[config.mk]
export PLATFORM = sky130hd
export DESIGN_NAME = srg_front
export DESIGN_NICKNAME = d
export VERILOG_FILES = /design/src/rtl/srg_pkg.sv /design/src/rtl/srg_front.sv
export SDC_FILE = /design/constraint.sdc
export NUM_CORES = 1
export LEC_CHECK = 0
export ABC_AREA = 1
export BUFFER_PORTS_ARGS = -buffer_cell sky130_fd_sc_hd__buf_2
export CAP_MARGIN = 0
export CORE_MARGIN = 2
export CORE_UTILIZATION = 52
export DETAILED_ROUTE_END_ITERATION = 12
export GPL_TIMING_DRIVEN = 1
export PLACE_DENSITY_LB_ADDON = 0.25
export SLEW_MARGIN = 0
export SYNTH_ARGS = -nofsm -noshare
export SYNTH_HDL_FRONTEND = slang
export SYNTH_SLANG_ARGS = --single-unit
[constraint.sdc]
create_clock -name clk -period 3.5 [get_ports clk]
set_input_delay 0.175 -clock clk [delete_from_list [all_inputs] [get_ports clk]]
set_output_delay 0.175 -clock clk [all_outputs]
set_load 0.02 [all_outputs]
[src/rtl/srg_pkg.sv]
// Shared types, codes and helpers for the seeded 3-D region grower.
// No dependencies; every other rtl file except srg_ram imports this package.
package srg_pkg;

	localparam int DEF_MAX_X = 32;
	localparam int DEF_MAX_Y = 32;
	localparam int DEF_MAX_Z = 32;

	localparam int QUEUE_DEPTH = 4;

	localparam logic [1:0] FUNC_LOAD = 2'd0;
	localparam logic [1:0] FUNC_FILL = 2'd1;
	localparam logic [1:0] FUNC_READ = 2'd2;
	localparam logic [1:0] FUNC_NONE = 2'd3;

	localparam logic [2:0] CFG_LOWER   = 3'd0;
	localparam logic [2:0] CFG_UPPER   = 3'd1;
	localparam logic [2:0] CFG_SIZE_X  = 3'd2;
	localparam logic [2:0] CFG_SIZE_Y  = 3'd3;
	localparam logic [2:0] CFG_SIZE_Z  = 3'd4;
	localparam logic [2:0] CFG_START_X = 3'd5;
	localparam logic [2:0] CFG_START_Y = 3'd6;
	localparam logic [2:0] CFG_START_Z = 3'd7;

	typedef struct packed {
		logic       valid;
		logic [1:0] func;
		logic [7:0] value;
	} q_item_t;

	// bits needed to index m entries, never zero
	function automatic int idx_bits(input int m);
		return (m > 1) ? $clog2(m) : 1;
	endfunction

	// strict window test: lower < v < upper
	function automatic logic in_window(input logic [7:0] v, input logic [8:0] lower,
			input logic [8:0] upper);
		logic signed [9:0] sv;
		logic signed [9:0] sl;
		sv = $signed({2'b00, v});
		sl = $signed({lower[8], lower});
		return (sv > sl) && ({2'b00, v} < {1'b0, upper});
	endfunction

endpackage

[src/rtl/srg_front.sv]
// Front end: configuration registers, derived volume dimensions, command
// accept and classify, and the command queue feeding the back end. Uses srg_pkg.
module srg_front import srg_pkg::*; #(
	parameter int MAX_X = DEF_MAX_X,
	parameter int MAX_Y = DEF_MAX_Y,
	parameter int MAX_Z = DEF_MAX_Z,
	localparam int CAP = MAX_X * MAX_Y * MAX_Z,
	localparam int NW  = $clog2(CAP + 1),
	localparam int EXW = $clog2(MAX_X + 1),
	localparam int EYW = $clog2(MAX_Y + 1),
	localparam int EZW = $clog2(MAX_Z + 1)
) (
	input  logic           clk,
	input  logic           arst_n,
	input  logic           start,
	input  logic [1:0]     func,
	input  logic [7:0]     voxel_value,
	output logic           busy,
	input  logic           cfg_valid,
	output logic           cfg_ready,
	input  logic [2:0]     cfg_index,
	input  logic [8:0]     cfg_data,
	input  logic           pop,
	output q_item_t        item,
	output logic [8:0]     lower,
	output logic [8:0]     upper,
	output logic [EXW-1:0] ex,
	output logic [EYW-1:0] ey,
	output logic [EZW-1:0] ez,
	output logic [NW-1:0]  exy,
	output logic [NW-1:0]  n,
	output logic [4:0]     sx,
	output logic [4:0]     sy,
	output logic [4:0]     sz
);
	localparam int QPW = idx_bits(QUEUE_DEPTH);
	localparam int QCW = $clog2(QUEUE_DEPTH + 1);

	logic [8:0] lower_q, upper_q;
	logic [5:0] size_x_q, size_y_q, size_z_q;
	logic [4:0] sx_q, sy_q, sz_q;
	logic [1:0] dims_cnt_q;
	logic [NW-1:0] exy_q, n_q;

	logic [1:0] qf_q [QUEUE_DEPTH];
	logic [7:0] qv_q [QUEUE_DEPTH];
	logic [QPW-1:0] wp_q, rp_q;
	logic [QCW-1:0] cnt_q;
	logic push, cfg_we, size_we;

	function automatic int clamp(input logic [5:0] s, input int cap);
		if (s == 6'd0) return 1;
		return (int'(s) > cap) ? cap : int'(s);
	endfunction

	assign ex = EXW'(clamp(size_x_q, MAX_X));
	assign ey = EYW'(clamp(size_y_q, MAX_Y));
	assign ez = EZW'(clamp(size_z_q, MAX_Z));

	assign cfg_ready = 1'b1;
	assign cfg_we    = cfg_valid && cfg_ready;
	assign size_we   = cfg_we && (cfg_index == CFG_SIZE_X || cfg_index == CFG_SIZE_Y ||
		cfg_index == CFG_SIZE_Z);

	always_ff @(posedge clk or negedge arst_n) begin
		if (!arst_n) begin
			lower_q  <= 9'd0;
			upper_q  <= 9'd255;
			size_x_q <= 6'd32;
			size_y_q <= 6'd32;
			size_z_q <= 6'd32;
			sx_q     <= 5'd0;
			sy_q     <= 5'd0;
			sz_q     <= 5'd0;
		end else if (cfg_we) begin
			case (cfg_index)
				CFG_LOWER:   lower_q  <= cfg_data;
				CFG_UPPER:   upper_q  <= cfg_data;
				CFG_SIZE_X:  size_x_q <= cfg_data[5:0];
				CFG_SIZE_Y:  size_y_q <= cfg_data[5:0];
				CFG_SIZE_Z:  size_z_q <= cfg_data[5:0];
				CFG_START_X: sx_q     <= cfg_data[4:0];
				CFG_START_Y: sy_q     <= cfg_data[4:0];
				CFG_START_Z: sz_q     <= cfg_data[4:0];
				default: ;
			endcase
		end
	end

	// two-stage product of the extents; hold off commands until it settles
	always_ff @(posedge clk or negedge arst_n) begin
		if (!arst_n) begin
			dims_cnt_q <= 2'd2;
		end else if (size_we) begin
			dims_cnt_q <= 2'd2;
		end else if (dims_cnt_q != 2'd0) begin
			dims_cnt_q <= dims_cnt_q - 2'd1;
		end
	end

	always_ff @(posedge clk) begin
		exy_q <= NW'(32'(ex) * 32'(ey));
		n_q   <= NW'(32'(exy_q) * 32'(ez));
	end

	assign busy = (cnt_q == QCW'(QUEUE_DEPTH)) || (dims_cnt_q != 2'd0) || size_we;
	// undefined function codes are dropped here and never reach the back end
	assign push = start && !busy && (func != FUNC_NONE);

	always_ff @(posedge clk) begin
		if (push) begin
			qf_q[wp_q] <= func;
			qv_q[wp_q] <= voxel_value;
		end
	end

	always_ff @(posedge clk or negedge arst_n) begin
		if (!arst_n) begin
			wp_q  <= '0;
			rp_q  <= '0;
			cnt_q <= '0;
		end else begin
			if (push) begin
				wp_q <= (wp_q == QPW'(QUEUE_DEPTH - 1)) ? '0 : wp_q + QPW'(1);
			end
			if (pop) begin
				rp_q <= (rp_q == QPW'(QUEUE_DEPTH - 1)) ? '0 : rp_q + QPW'(1);
			end
			if (push && !pop) begin
				cnt_q <= cnt_q + QCW'(1);
			end else if (pop && !push) begin
				cnt_q <= cnt_q - QCW'(1);
			end
		end
	end

	assign item.valid = (cnt_q != '0);
	assign item.func  = qf_q[rp_q];
	assign item.value = qv_q[rp_q];

	assign lower = lower_q;
	assign upper = upper_q;
	assign exy   = exy_q;
	assign n     = n_q;
	assign sx    = sx_q;
	assign sy    = sy_q;
	assign sz    = sz_q;
endmodule

==> results.md <==
* Xor/xnor share of the synthesized area at 1.538%
* Outcome: complete, but fails checks
* Die height at 127.8 um
* CTS tree: done
* Htree depth at 4
* Post-Synth Simple-Gate Area at about 17%
* Worst Hold Path EP: upper[6]$_DFFE_PN1P_
* Tcrit/Tclk final at 102.6%
* CP Max Fanout at 8
* Pwr Density at about 690 nW/um2
* Post-synth EDFFs at 40
* WL per Instance at 14.59 um
* Final setup vio count at 11
* Launch point of the worst hold path: cfg_data[6]
* Post-route DRC at 0
* Critical R2R Launch: size_z_q[1]$_DFFE_PN0P_
* Complex-gate fraction of the synthesized area at 7.657%
* Chip Width at 127.8 um
* Clock slew at reported path FFs at approximately 60 ps
* Dpl hpwl at around 14 mm
* Routed Wire Length at about 20 mm
* Post-route cell area at 10990 um2
* Async SR Flop Fraction at between 40% and 50%
* Post-Syn Instances at 914
* Startpoint Class: flip-flop
* Starting Density at 52.84%
* Final hold vios at 0
* Die Area at 16340 um2
* Synth-to-Final Area Change at 37.78%
* # port buffers at 117
* Non-Filler Instances at between 1000 and 1500
* Worst r2r path cells at 19
* Clk buf depth at 2
* Mux contribution to synthesized area at 0.1412%
* Core Box Area at 15090 um2
* Reg-to-Reg End: n[15]$_DFF_P_
* Pin count of the biggest net entering global routing at 43
* DRT iter0 DRCs at 309
* Reg power frac at 27.4%
* Hold Path Depth at 3
* ANT cells at 0
* Register bit total from synthesis at 128
* Synth Area in Adders at roughly 22%
* Grt total ovfl at 0
* Hold crit path type: primary input to flip-flop
* Top Ports at 123
* Layout Nets at about 1300
* Sw Share at 39.48%
* Via count at 6699
* Max-cap check violation count at 0
* Sequential area share after synthesis at 41.11%
* Cell Area, Synth at 7974 um2
* Peak Freq at 0.2785 GHz
* Clock tree sinks at approximately 130
* RePlAce Congestion at 0.8610
* Number of global-route vias before repair at 6434
* Row count at 45
* Commonest non-fill, non-tap cells in the layout: inv_1 (158), nand2_1 (142), buf_2 (117)
* Ys flop type: dfrtp_1
* RSZ-0062 raised after global routing: yes
* Total CTS buffers at 17
* Worst Path Arrival at 3900 ps
* Root Driver: clkbuf_16
* Worst Clk Skew at about 11 ps
* Synthesis Warnings at 0
* Layout cells sized above 1 at between 30% and 40%
* Net Sw Power at 0.002994 W
* Largest family of logic cells by synthesized area: adder cells
* Failing checks: negative setup slack
* First-pass GRT wire length at 29.71 mm
* Fin crit period at roughly 3600 ps
* Clk pwr share at roughly 25%
* Initial antenna violation count at 0
* Post-route worst setup slack at -91.20 ps
* Clk_lat worst skew at 410 ps
* R2r setup slk at -90 ps
* Placed cells at 1277
* VDD IR max at 0.0003977 V
* Required @ worst endpoint at 3810 ps
* DRT antenna net count at 0
* Worst Tran Pin Value at 985.5 ps
* CP Capture Type: flip-flop
* Slew Limit Fails at 0
* Total internal power at 0.004590 W
* Most common cell after layout, fill and taps aside: inv_1
* Logic pwr share at a little under half
* Post-Syn Area per Cell at around 8.7 um2
* Drt pass-1 iters at 4
* Placed cell areas at around 9500 um2
* Distinct cells, synth at 37
* Leakage at 5.541 nW
* All-Layer GR Usage at a little under a quarter
* Slew margin rel. at 34.06%
* Vias per inst at 4.977
* Kind of critical path: flip-flop to flip-flop
## cells in the mapped netlist, types with 2 or more instances
| library cell | n | area, um2 |
|---|---|---|
| nand2_2 | 4 | 25.02 |
| clkinv_1 | 3 | 11.26 |
| ha_1 | 48 | 600.6 |
| nand4_1 | 6 | 37.54 |
| nor3_1 | 2 | 10.01 |
| edfxtp_1 | 40 | 1201 |
| a21oi_1 | 31 | 155.2 |
| o21ai_0 | 69 | 345.3 |
| nand3_1 | 26 | 130.1 |
| xor2_1 | 9 | 78.83 |
| nor3_4 | 2 | 32.53 |
| inv_1 | 176 | 660.6 |
| xnor2_1 | 5 | 43.79 |
| buf_2 | 7 | 35.03 |
| nor2_1 | 118 | 442.9 |
| clkbuf_1 | 13 | 48.80 |
| nand2_1 | 179 | 671.9 |
| fa_1 | 58 | 1161 |
| dfstp_2 | 12 | 315.3 |
| conb_1 | 2 | 7.510 |
| dfxtp_1 | 28 | 560.5 |
| buf_4 | 5 | 37.54 |
| o22ai_1 | 10 | 62.56 |
| dfrtp_1 | 48 | 1201 |
## kinds of logic after synthesis
kind of cell	Yosys count
compound gates	116
mux	1
buf+inv	206
other cells	2
fa+ha+maj	106
xor+xnor	14
flops	128
simple gates	341
## layout make-up
class	instances	area (um2)
clock buffer	20	479.2
fill	1082	4103
timing repair buffer	235	1550
sequential	128	3278
inverter	180	700.7
multi-input combinational	583	4573
tap	188	235.2
clock inverter	12	170.2
## metrics by stage
stage               util (%)  TNS [ps]  setup WS [ps]  power [W]  hold slack [ps]
detailed placement     63.17     -1729         -193.1   0.005198            370.6
global route           72.81     -2567         -234.5   0.008054            26.72
CTS                    69.20    -341.7         -59.28   0.007281            1.625
finish                 72.81    -453.9         -91.20   0.007584            9.777
floorplan                  -    -57.31         -53.77   0.004103           -120.6
global placement       63.17    -955.7         -149.9   0.005115            367.7
## power groups by stage
stage	registers [W]	logic, W	clock network (W)
after floorplan	0.00226	0.00184	0
after global placement	0.00210	0.00302	0
after detailed placement	0.00211	0.00309	0
after CTS	0.00208	0.00328	0.00192
after global routing	0.00212	0.00395	0.00198
final	0.00208	0.00360	0.00190
## critical path, cell delays in order (launching register included)
cell and delay (ps):
dfrtp_1 370, nor2_1 100, nand4_1 110, or2_4 330, a21oi_4 170, fa_1 410, fa_1 490, inv_1 50
fa_1 530, inv_1 60, ha_4 300, nand2_4 70, inv_1 60, nand2_1 60, nand2_2 70, nand2_1 70
nand2_1 80, nor2_1 50, nand2_1 50, nand2_1 50
## registers in the layout, indices dropped and copies added, names as in the netlist
signal	count
sx	5
n	16
lower	9
size_x_q	6
upper	9
qf_q	8
dims_cnt_q	2
rp_q	2
size_z_q	6
cnt_q	3
qv_q	32
sy	5
size_y_q	6
wp_q	2
sz	5
exy	12
## layer usage
layer  vias up  share of wire [%]  global-route usage [%]  wire (um)
met5         -                  0                       0          0
met1      3218                 43                   28.99       8371
met2       174                 51                   40.74      10080
met3        24                4.6                   4.633        912
li1       3283                  -                       -          -
met4         0                1.4                   6.270        280
## how the worst max path moves through the flow
stage                                       start             to  slack [ps]  depth (start not counted)
after floorplan           size_z_q[5]$_DFFE_PN1P_  n[15]$_DFF_P_         -50                         17
after global placement    size_z_q[0]$_DFFE_PN0P_  n[15]$_DFF_P_        -150                         15
after detailed placement  size_z_q[0]$_DFFE_PN0P_  n[15]$_DFF_P_        -190                         15
after CTS                 size_z_q[0]$_DFFE_PN0P_  n[14]$_DFF_P_         -60                         16
after global routing      size_z_q[5]$_DFFE_PN1P_  n[13]$_DFF_P_        -230                         19
final                     size_z_q[1]$_DFFE_PN0P_  n[15]$_DFF_P_         -90                         19
## what timing repair did
| item | CTS | global route |
|---|---|---|
| hold endpoints to repair | 72 | 0 |
| hold buffers | 11 | 0 |
| resized for setup | 39 | 102 |
| setup endpoints to repair | 16 | 17 |
| setup buffers | 4 | 22 |
| pin swaps | 31 | 78 |
| cloned | 0 | 0 |
(Power assumes the default switching activity.)
